==> src/rtl/olad_pkg.sv <==
// ----------------------------------------------------------------------------
// olad_pkg
// Shared constants, codes and types of the ordered list block.
// ----------------------------------------------------------------------------
`default_nettype none

package olad_pkg;

  localparam int unsigned DEPTH  = 16;
  localparam int unsigned DATA_W = 32;
  // wide enough to hold DEPTH itself
  localparam int unsigned CNT_W  = $clog2(DEPTH + 1);

  localparam logic [1:0] FUNC_APPEND = 2'd0;
  localparam logic [1:0] FUNC_DELETE = 2'd1;
  localparam logic [1:0] FUNC_DUMP   = 2'd2;

  localparam logic [2:0] ST_DONE     = 3'd0;
  localparam logic [2:0] ST_FULL     = 3'd1;
  localparam logic [2:0] ST_EMPTY    = 3'd2;
  localparam logic [2:0] ST_NOTFOUND = 3'd3;
  localparam logic [2:0] ST_ENTRY    = 3'd4;

  // per-cell control from the sequencer
  typedef struct packed {
    logic shift;  // take the neighbour's value
    logic load;   // take the shared load value (wins over shift)
  } cell_ctrl_t;

endpackage

`default_nettype wire

==> src/rtl/olad_cell.sv <==
// ----------------------------------------------------------------------------
// olad_cell
// One list position: holds a value and takes either its neighbour's value
// or the shared load value.
// ----------------------------------------------------------------------------
`default_nettype none

module olad_cell (
  input  wire                                clk_i,
  input  wire olad_pkg::cell_ctrl_t          ctrl_i,
  input  wire logic [olad_pkg::DATA_W-1:0]   load_data_i,
  input  wire logic [olad_pkg::DATA_W-1:0]   next_data_i,
  output logic      [olad_pkg::DATA_W-1:0]   data_o
);

  logic [olad_pkg::DATA_W-1:0] data_q, data_d;

  always_comb begin
    data_d = data_q;
    if (ctrl_i.load) begin
      data_d = load_data_i;
    end else if (ctrl_i.shift) begin
      data_d = next_data_i;
    end
  end

  always_ff @(posedge clk_i) begin
    data_q <= data_d;
  end

  assign data_o = data_q;

endmodule

`default_nettype wire

==> src/rtl/ordered_list_append_delete.sv <==
// ----------------------------------------------------------------------------
// ordered_list_append_delete
// Ordered list of signed 32-bit values kept in a row of cells, head in cell 0.
// Delete and dump rotate the list through the head cell.
// ----------------------------------------------------------------------------
//
//   channel | signals                         | direction | transfer when
//   --------+---------------------------------+-----------+-------------------------
//   in      | func_i, value_i                 | in        | in_valid_i & in_ready_o
//   out     | status_o, entry_o, last_o       | out       | out_valid_o & out_ready_i
//
// append: written straight into the tail cell
// delete: one head compare per cycle while the output is free, as the list rotates once
// dump: one result per cycle from the head cell while the output is free
// the single head comparator and the output register pace delete and dump
// reset empties the list (count to zero); cell contents are not cleared
// an output stall freezes the rotation; a new request is taken only when idle
`default_nettype none

module ordered_list_append_delete (
  input  wire                               clk_i,
  input  wire                               rst_ni,
  input  wire                               in_valid_i,
  output logic                              in_ready_o,
  input  wire logic [1:0]                   func_i,
  input  wire logic signed [olad_pkg::DATA_W-1:0] value_i,
  output logic                              out_valid_o,
  input  wire                               out_ready_i,
  output logic      [2:0]                   status_o,
  output logic signed [olad_pkg::DATA_W-1:0] entry_o,
  output logic                              last_o
);

  localparam int unsigned CW = olad_pkg::CNT_W;
  localparam int unsigned DW = olad_pkg::DATA_W;
  localparam int unsigned N  = olad_pkg::DEPTH;

  typedef enum logic [2:0] {
    S_IDLE = 3'b001,
    S_DUMP = 3'b010,
    S_DEL  = 3'b100
  } state_e;

  state_e state_q, state_d;

  logic [CW-1:0] count_q, count_d;
  logic [CW-1:0] rem_q, rem_d;
  logic [CW-1:0] len_q, len_d;
  logic          found_q, found_d;
  logic [DW-1:0] val_q, val_d;

  logic          out_valid_q, out_valid_d;
  logic [2:0]    status_q, status_d;
  logic [DW-1:0] entry_q, entry_d;
  logic          last_q, last_d;

  logic [DW-1:0] cell_data [N];
  logic [DW-1:0] load_data;
  logic [CW-1:0] load_pos;
  logic          load_en;
  logic          shift_en;
  olad_pkg::cell_ctrl_t cell_ctrl [N];

  logic out_free, accept, step, hit;

  assign out_free   = !out_valid_q || out_ready_i;
  assign in_ready_o = (state_q == S_IDLE) && out_free;
  assign accept     = in_valid_i && in_ready_o;
  assign step       = out_free && (state_q != S_IDLE);
  assign hit        = !found_q && (cell_data[0] == val_q);

  always_comb begin
    state_d     = state_q;
    count_d     = count_q;
    rem_d       = rem_q;
    len_d       = len_q;
    found_d     = found_q;
    val_d       = val_q;
    out_valid_d = out_valid_q && !out_ready_i;
    status_d    = status_q;
    entry_d     = entry_q;
    last_d      = last_q;
    load_data   = cell_data[0];
    load_pos    = count_q;
    load_en     = 1'b0;
    shift_en    = 1'b0;

    case (state_q)
      S_IDLE: begin
        if (accept) begin
          out_valid_d = 1'b1;
          status_d    = olad_pkg::ST_DONE;
          entry_d     = '0;
          last_d      = 1'b1;
          case (func_i)
            olad_pkg::FUNC_APPEND: begin
              if (count_q == CW'(N)) begin
                status_d = olad_pkg::ST_FULL;
              end else begin
                load_en   = 1'b1;
                load_data = value_i;
                count_d   = count_q + CW'(1);
              end
            end
            olad_pkg::FUNC_DELETE: begin
              if (count_q == '0) begin
                status_d = olad_pkg::ST_EMPTY;
              end else begin
                out_valid_d = 1'b0;
                rem_d       = count_q;
                len_d       = count_q;
                found_d     = 1'b0;
                val_d       = value_i;
                state_d     = S_DEL;
              end
            end
            olad_pkg::FUNC_DUMP: begin
              if (count_q == '0) begin
                status_d = olad_pkg::ST_EMPTY;
              end else begin
                out_valid_d = 1'b0;
                rem_d       = count_q;
                state_d     = S_DUMP;
              end
            end
            default: begin
              status_d = olad_pkg::ST_DONE;
            end
          endcase
        end
      end
      S_DUMP: begin
        if (step) begin
          // head goes out and wraps round to the tail
          shift_en    = 1'b1;
          load_en     = 1'b1;
          load_pos    = count_q - CW'(1);
          out_valid_d = 1'b1;
          status_d    = olad_pkg::ST_ENTRY;
          entry_d     = cell_data[0];
          last_d      = (rem_q == CW'(1));
          rem_d       = rem_q - CW'(1);
          if (rem_q == CW'(1)) begin
            state_d = S_IDLE;
          end
        end
      end
      S_DEL: begin
        if (step) begin
          shift_en = 1'b1;
          load_pos = len_q - CW'(1);
          if (hit) begin
            // first match is dropped, the rest close up
            found_d = 1'b1;
            len_d   = len_q - CW'(1);
          end else begin
            load_en = 1'b1;
          end
          rem_d = rem_q - CW'(1);
          if (rem_q == CW'(1)) begin
            out_valid_d = 1'b1;
            status_d    = (found_q || hit) ? olad_pkg::ST_DONE : olad_pkg::ST_NOTFOUND;
            entry_d     = '0;
            last_d      = 1'b1;
            count_d     = len_d;
            state_d     = S_IDLE;
          end
        end
      end
      default: begin
        state_d = S_IDLE;
      end
    endcase
  end

  always_comb begin
    for (int i = 0; i < N; i++) begin
      cell_ctrl[i].shift = shift_en;
      cell_ctrl[i].load  = load_en && (load_pos == CW'(i));
    end
  end

  for (genvar g = 0; g < N; g++) begin : g_cell
    logic [DW-1:0] next_data;
    if (g == N - 1) begin : g_end
      assign next_data = cell_data[g];
    end else begin : g_mid
      assign next_data = cell_data[g+1];
    end
    olad_cell u_cell (
      .clk_i       (clk_i),
      .ctrl_i      (cell_ctrl[g]),
      .load_data_i (load_data),
      .next_data_i (next_data),
      .data_o      (cell_data[g])
    );
  end

  always_ff @(posedge clk_i or negedge rst_ni) begin
    if (!rst_ni) begin
      state_q     <= S_IDLE;
      count_q     <= '0;
      rem_q       <= '0;
      len_q       <= '0;
      found_q     <= 1'b0;
      out_valid_q <= 1'b0;
    end else begin
      state_q     <= state_d;
      count_q     <= count_d;
      rem_q       <= rem_d;
      len_q       <= len_d;
      found_q     <= found_d;
      out_valid_q <= out_valid_d;
    end
  end

  always_ff @(posedge clk_i) begin
    val_q    <= val_d;
    status_q <= status_d;
    entry_q  <= entry_d;
    last_q   <= last_d;
  end

  assign out_valid_o = out_valid_q;
  assign status_o    = status_q;
  assign entry_o     = entry_q;
  assign last_o      = last_q;

endmodule

`default_nettype wire

==> config.mk <==
export PLATFORM = sky130hd
export DESIGN_NAME = ordered_list_append_delete
export DESIGN_NICKNAME = d
export VERILOG_FILES = /design/src/rtl/olad_pkg.sv /design/src/rtl/olad_cell.sv /design/src/rtl/ordered_list_append_delete.sv
export SDC_FILE = /design/constraint.sdc
export NUM_CORES = 1
export LEC_CHECK = 0
export BUFFER_PORTS_ARGS = -buffer_cell sky130_fd_sc_hd__buf_2
export CORE_MARGIN = 2
export CORE_UTILIZATION = 63
export DETAILED_ROUTE_END_ITERATION = 10
export MAX_ROUTING_LAYER = met4
export PLACE_DENSITY = 0.89
export SETUP_SLACK_MARGIN = 0.2
export SLEW_MARGIN = 20
export SYNTH_ARGS = -nofsm -noshare
export SYNTH_HDL_FRONTEND = slang
export SYNTH_HIERARCHICAL = 1
export SYNTH_SLANG_ARGS = --single-unit
==> constraint.sdc <==
create_clock -name clk_i -period 5.7 [get_ports clk_i]
set_input_delay 0.855 -clock clk_i [delete_from_list [all_inputs] [get_ports clk_i]]
set_output_delay 0.855 -clock clk_i [all_outputs]
set_load 0.01 [all_outputs]
==> results.md, run 1 <==
- Worst vdd ir: 252 uV
- Sequential area share after synthesis: 0.615
- Critical Path AT: 4640 ps
- DR iter-0 viols: 1066
- Commonest non-fill, non-tap cells in the layout: 580 x edfxtp_1, 464 x mux2_4, 81 x mux2_2
- Mapped cell area: 0.0291 mm2
- Final WS setup: 1320 ps
- Post-route insts no fill: 2286
- Post-DRT Antenna Nets: 0
- # setup viols final: 0
- Final min period: 4380 ps
- Crit path kind: register to register
- Chip height: 219 um
- Initial antenna violation count: 0
- Hold Path Class: primary input to asynchronous set/reset pin
- Vias in the first global route: 14100
- Ports: 76
- CTS tree: yes
- Pre-CTS setup slack: 1340 ps
- First-pass GRT wire length: 80000 um
- Status: finished clean
- Post-Syn Nets: 1601
- Worst-path clk slew: 70 ps
- Period utilisation layout: 0.768
- RR Endpoint: g_cell[11].u_cell/data_o[24]$_DFFE_PP_
- RSZ-0062 raised after global routing: false
- Die outline area: 0.0480 mm2
- Most common cell after layout, fill and taps aside: edfxtp_1
- Most used flip-flop cell after synthesis: edfxtp_1
- Max cap viols: 0
- Vias: 13700
- Power Density: 317 mW/mm2
- Synth top area share: 0.598
- Clock Path Buffers: 3
- WL/cell: 22.2 um
- Vias/cell: 5.98
- Number of diodes: 0
- Total Power: 9.92 mW
- # Post-CTS Setup Buffers: 0
- Die width: 219 um
- Placed insts: 2179
- Ys async rst share: 0.0333
- CP endpoint kind: register
- Leak: 11.2 nW
- Clock skew: 37.5 ps
- Slew @ Worst Pin: 979 ps
- Total GRT Usage: 0.221
- DRC Markers: 0
- DR pass1 iterations: 5
- PostCTS Resize Cnt: 0
- Cells after Synth: 1554
- CTS Sinks: 600
- Final Max Tran Viols: 0
- Dpl hpwl: 34100 um
- Syn. warnings: 6
- Startpoint types: register
- P&R area growth vs syn: 7.37%
- Area leader, netlist: edfxtp_1
- Largest net degree at the start of global routing: 41
- FP Rows: 78
- FILL cells: 2783
- CTS Buf Count: 59
- Avg Inst Size Synth: 18.8 um2
- Final hold vios: 0
- Critical Path Fanout Max: 36
- Congestion Overflow GR: 0
- Fin Hold WS: 223 ps
- WL final: 50700 um
- Global placement routability congestion: 0.869
- # hold bufs at CTS: 0
- # port buffers: 75
- Post-synth EDFFs: 580
- Final Net Count: 1687
- Synth area leaders: edfxtp_1 60%, mux2_4 24%, buf_12 3.3%, mux2_2 3.1%, dfrtp_1 1.6%
- Htree depth: 2
- Yosys cell types: 71
- Max Freq: 0.229 GHz
- Proportion of layout cells with a drive suffix above 1: 0.460
- Initial Util: 0.641
- Clk Latency, worst-skew pair: 630 ps
- WP data required: 5960 ps
- Clock Tree Root: clkbuf_16
- Setup TNS Final: 0 ps
- FF-to-FF Start: count_q[1]$_DFFE_PN0P_
- Core Area: 0.0455 mm2
- Number of synthesized register bits: 600
- R2R cell count: 12
- Slew HR: 0.346
- Reg-to-reg slack, setup: 1320 ps
[synth_stat cells (9+ instances only)]
master,count
a21oi_1,16
and2_1,32
buf_12,48
buf_6,16
clkbuf_1,13
dfrtp_1,19
edfxtp_1,580
ha_1,9
inv_1,14
mux2_2,81
mux2_4,464
nand2_1,20
nand3_1,11
nor2_1,42
nor3_1,16
nor4_1,12
o21ai_0,13
or2_1,16
xor2_1,34
[routing by layer]
metal  vias up  global-route usage  routed length (um)
li1       6173                   -                   -
met1      7042               0.281               21500
met2       365               0.366               25500
met3        82              0.0369                2340
met4         0              0.0703                1340
met5         -                   -                   0
[per-stage QoR]
stage	utilization	area, um2
floorplan	-	29100
global placement	0.647	29400
detailed placement	0.647	29400
CTS	0.688	31300
global route	0.688	31300
finish	0.688	31300
[power breakdown]
group	switching, mW	internal [mW]	leakage, nW
Combinational	0.550	0.401	4.80
Clock	1.60	2.17	0.912
Sequential	0.138	5.07	5.51
Total	2.29	7.63	11.2
[critical path, stage by stage, from the launching register on]
cell and delay [ps]:
dfrtp_1 540, inv_1 110, ha_1 260, and4bb_1 280, nor4_4 250, buf_4 470, nor2_1 120, a21oi_1 350
nand2_1 300, nor3_2 220, buf_4 530, or2_1 190, buf_4 390
[cell type report]
cell class | count | area, um2 | share of cell area
sequential | 600 | 17900 | 0.573
multi-input combinational | 852 | 10100 | 0.321
clock buffer | 73 | 1530 | 0.0489
tap | 600 | 751 | 0.0240
timing repair buffer | 113 | 661 | 0.0211
clock inverter | 34 | 322 | 0.0103
inverter | 14 | 52.6 | 0.00168
[sequential cells by signal, summed over array words and instances, names as in the netlist, 3 cells and up]
signal                flops
entry_o                  32
val_q                    32
len_q                     5
g_cell.u_cell/data_o    512
state_q                   3
status_o                  3
count_q                   5
rem_q                     5
[cell families after synthesis]
group	Yosys count	share of synthesized area
compound gates	74	0.0182
xor+xnor	37	0.0111
fa+ha+maj	9	0.00386
buf+inv	102	0.0445
flops	600	0.615
mux	546	0.271
simple gates	186	0.0369
[how the worst max path moves through the flow]
stage / startpoint / to / slack [ps] / depth (start not counted)
3_5_place_dp: func_i[0] / g_cell[14].u_cell/data_o[22]$_DFFE_PP_ / 1340 / 12
2_1_floorplan: out_ready_i / val_q[0]$_DFFE_PP_ / 660 / 4
4_1_cts: count_q[1]$_DFFE_PN0P_ / g_cell[14].u_cell/data_o[22]$_DFFE_PP_ / 1430 / 11
3_3_place_gp: func_i[0] / g_cell[0].u_cell/data_o[20]$_DFFE_PP_ / 1470 / 12
6_report: count_q[1]$_DFFE_PN0P_ / g_cell[11].u_cell/data_o[24]$_DFFE_PP_ / 1320 / 12
5_1_grt: count_q[1]$_DFFE_PN0P_ / g_cell[11].u_cell/data_o[21]$_DFFE_PP_ / 1070 / 12
Power figures use the tool's default switching activity.
==> run 2, diff against run 1 <==
Settings changed: ABC_AREA set to 1.
Clock period 5.7 ns to 4.25 ns, I/O delays scaled along.
==> run 2 against run 1 <==
  * Worst hold slack got worse by 10 ps
  * Global-route usage increased by 4.2 points
  * First-iteration DRC count rose by 79%
  * Clock skew shrank 7.4 ps
  * Synthesized cell count is 81% higher
==> results.md, run 2 <==
- Status: finished clean
- Final Max Tran Viols: 0
- Post-DRT Antenna Nets: 0
- P&R area growth vs syn: 7.94%
- Syn. warnings: 6
- First-pass GRT wire length: 92100 um
- Area leader, netlist: edfxtp_1
- WP data required: 4620 ps
- Core Area: 0.0431 mm2
- Total GRT Usage: 0.263
- Proportion of layout cells with a drive suffix above 1: 0.0962
- Slew @ Worst Pin: 797 ps
- # port buffers: 75
- Ports: 76
- Most used cell along the critical path: nand2_1
- Crit path kind: register to register
- Top cell family by delay on the critical path: simple AND/OR/NAND/NOR gates
- Largest net degree at the start of global routing: 65
- Dpl hpwl: 38300 um
- FP Rows: 76
- FF-to-FF Start: state_q[1]$_DFFE_PN0P_
- Chip height: 213 um
- Congestion Overflow GR: 0
- Hold wc startpoint: value_i[9]
- Reg-to-reg slack, setup: 870 ps
- Leak: 12.9 nW
- DRC Markers: 0
- Clock Tree Root: clkbuf_16
- Post-synth EDFFs: 580
- Max cap viols: 0
- Final Net Count: 2920
- Max FFs per register: 512
- Synth top area share: 0.632
- Number of synthesized register bits: 600
- DR pass1 iterations: 5
- Avg Inst Size Synth: 9.79 um2
- WP buf/inv: 6
- Worst vdd ir: 389 uV
- Clock skew: 30.1 ps
- Commonest non-fill, non-tap cells in the layout: 1652 x nand2_1, 580 x edfxtp_1, 120 x nor2_1
- Yosys cell types: 41
- Post-synth top cells: 1652 x nand2_1, 580 x edfxtp_1, 121 x nor2_1
- Critical Path AT: 3750 ps
- Worst-path clk slew: 70 ps
- CTS tree: yes
- Hold Crit Depth: 1
- # setup viols final: 0
- Global placement routability congestion: 0.905
- Slew HR: 0.469
- Die width: 213 um
- Critical Path Fanout Max: 33
- Vias in the first global route: 19100
- WL final: 57300 um
- Most used flip-flop cell after synthesis: edfxtp_1
- Final hold vios: 0
- Post-route insts no fill: 3505
- CTS Sinks: 600
- CP max-delay cell: dfrtp_1
- PostCTS Resize Cnt: 0
- Die outline area: 0.0454 mm2
- RR Endpoint: g_cell[14].u_cell/data_o[13]$_DFFE_PP_
- RSZ-0062 raised after global routing: false
- Most common cell after layout, fill and taps aside: nand2_1
- Crit-path cells: inv_2 > nand3_2 > nand2_2 > inv_2 > nor2_8 > nand2_1 > o21ai_2 > inv_2 > nor2_2 > nand2_1 > nor2_1 > nand2_1 > inv_1 > buf_4 > inv_4 > nand2_1 > nand2_1
- Ys async rst share: 0.0333
- WL/cell: 16.3 um
- Design area: 0.0297 mm2
- Vias/cell: 5.48
- Hold Path End: val_q[9]$_DFFE_PP_
- Final min period: 3380 ps
- Cells after Synth: 2814
- Period utilisation layout: 0.796
- CTS Buf Count: 57
- Core Util, Final: 0.690
- Synth area leaders: edfxtp_1 63%, nand2_1 23%, buf_6 2.7%, dfrtp_1 1.7%, nor2_1 1.6%
- Top-count cell post-synth: nand2_1
- R2R cell count: 17
- Vias: 19200
- CP endpoint kind: register
- CP peak stage delay: 400 ps
- Placed insts: 3398
- Initial Util: 0.639
- Htree depth: 2
- FILL cells: 2775
- Max Freq: 0.296 GHz
- Setup TNS Final: 0 ps
- Sequential area share after synthesis: 0.651
- Number of diodes: 0
- Placed inst area: 0.0279 mm2
- Clk Latency, worst-skew pair: 630 ps
- Post-Syn Nets: 2861
- Total Power: 16.7 mW
- Mapped cell area: 0.0275 mm2
- Initial antenna violation count: 0
- Power Density: 561 mW/mm2
- Startpoint types: register
- # Post-CTS Setup Buffers: 0
- DR iter-0 viols: 1913
- Hold Path Class: primary input to register
- Clock Path Buffers: 3
## run 2: cell types whose count changed in the layout (fill, tap and decap cells not counted), sizes merged, moves of 13 or more
cell	delta
nand2	+1634
a21oi	+43
and2	-31
inv	+111
nor2	+86
xnor2	+19
mux2	-545
nand3	+13
xor2	-31
nor4	-16
buf	+15
## run 2: worst register-to-register path: stages, from the launching register on
cell     delay (ps)
dfrtp_1         400
inv_2            80
nand3_2         270
nand2_2         330
inv_2           150
nor2_8          260
nand2_1         110
o21ai_2         100
inv_2            50
nor2_2          140
nand2_1         170
nor2_1          140
nand2_1          80
inv_1            90
buf_4           330
inv_4           220
nand2_1         150
nand2_1          80
## run 2: cell type report
class / instances / area (um2) / area share
multi-input cells: 1960 / 7940 / 0.267
inverters: 125 / 509 / 0.0171
clock inverters: 42 / 388 / 0.0130
well taps: 585 / 732 / 0.0246
clock buffers: 64 / 1450 / 0.0489
flip-flops and latches: 600 / 17900 / 0.603
repair buffers: 129 / 783 / 0.0263
## run 2: metal layers
metal	global-route usage	vias to the layer above	wire length (um)
met5	-	-	0
met4	0.0875	0	1500
met3	0.0466	133	4630
met2	0.466	914	29700
met1	0.304	9033	21400
li1	-	9120	-
## run 2: worst max path at each step
stage                     depth (start not counted)                                endpoint              startpoint  slack, ps
after floorplan                                   8                entry_o[0]$_SDFFCE_PN0P_             out_ready_i       1180
after global placement                           13  g_cell[12].u_cell/data_o[11]$_DFFE_PP_             out_ready_i        910
after detailed placement                         13  g_cell[12].u_cell/data_o[10]$_DFFE_PP_             out_ready_i        910
after CTS                                        12  g_cell[12].u_cell/data_o[25]$_DFFE_PP_  state_q[0]$_DFFE_PN1P_        930
after global routing                             14  g_cell[14].u_cell/data_o[19]$_DFFE_PP_  state_q[1]$_DFFE_PN0P_        620
final                                            17  g_cell[14].u_cell/data_o[13]$_DFFE_PP_  state_q[1]$_DFFE_PN0P_        870
## run 2: power breakdown
part | total [mW] | switching (mW) | leakage [nW] | internal [mW]
clock | 5.05 | 2.17 | 0.889 | 2.88
sequential | 8.29 | 0.355 | 5.52 | 7.94
combinational | 3.35 | 2.46 | 6.47 | 0.895
total | 16.7 | 4.98 | 12.9 | 11.7
## run 2: per-stage QoR
| step | hold WS [ps] | setup WS, ps |
|---|---|---|
| floorplan | 342 | 1180 |
| global placement | 489 | 911 |
| CTS | 191 | 928 |
| finish | 213 | 868 |
| detailed placement | 494 | 910 |
| global route | 199 | 621 |
## run 2: kinds of logic (layout without fill, tap and decap cells)
family / count (synthesis) / in the layout / synth area share
flip-flops: 600 / 600 / 0.651
AO/OA/AOI/OAI: 89 / 89 / 0.0175
XOR/XNOR: 25 / 25 / 0.00795
buffers and inverters: 254 / 360 / 0.0615
adder cells (fa/ha/maj): 9 / 9 / 0.00409
AND/OR/NAND/NOR: 1837 / 1837 / 0.258
## run 2: repair_timing
action | in CTS | in global routing
endpoints found under the setup margin | 0 | 0
hold buffers | 1 | 0
endpoints found under the hold margin | 19 | 0
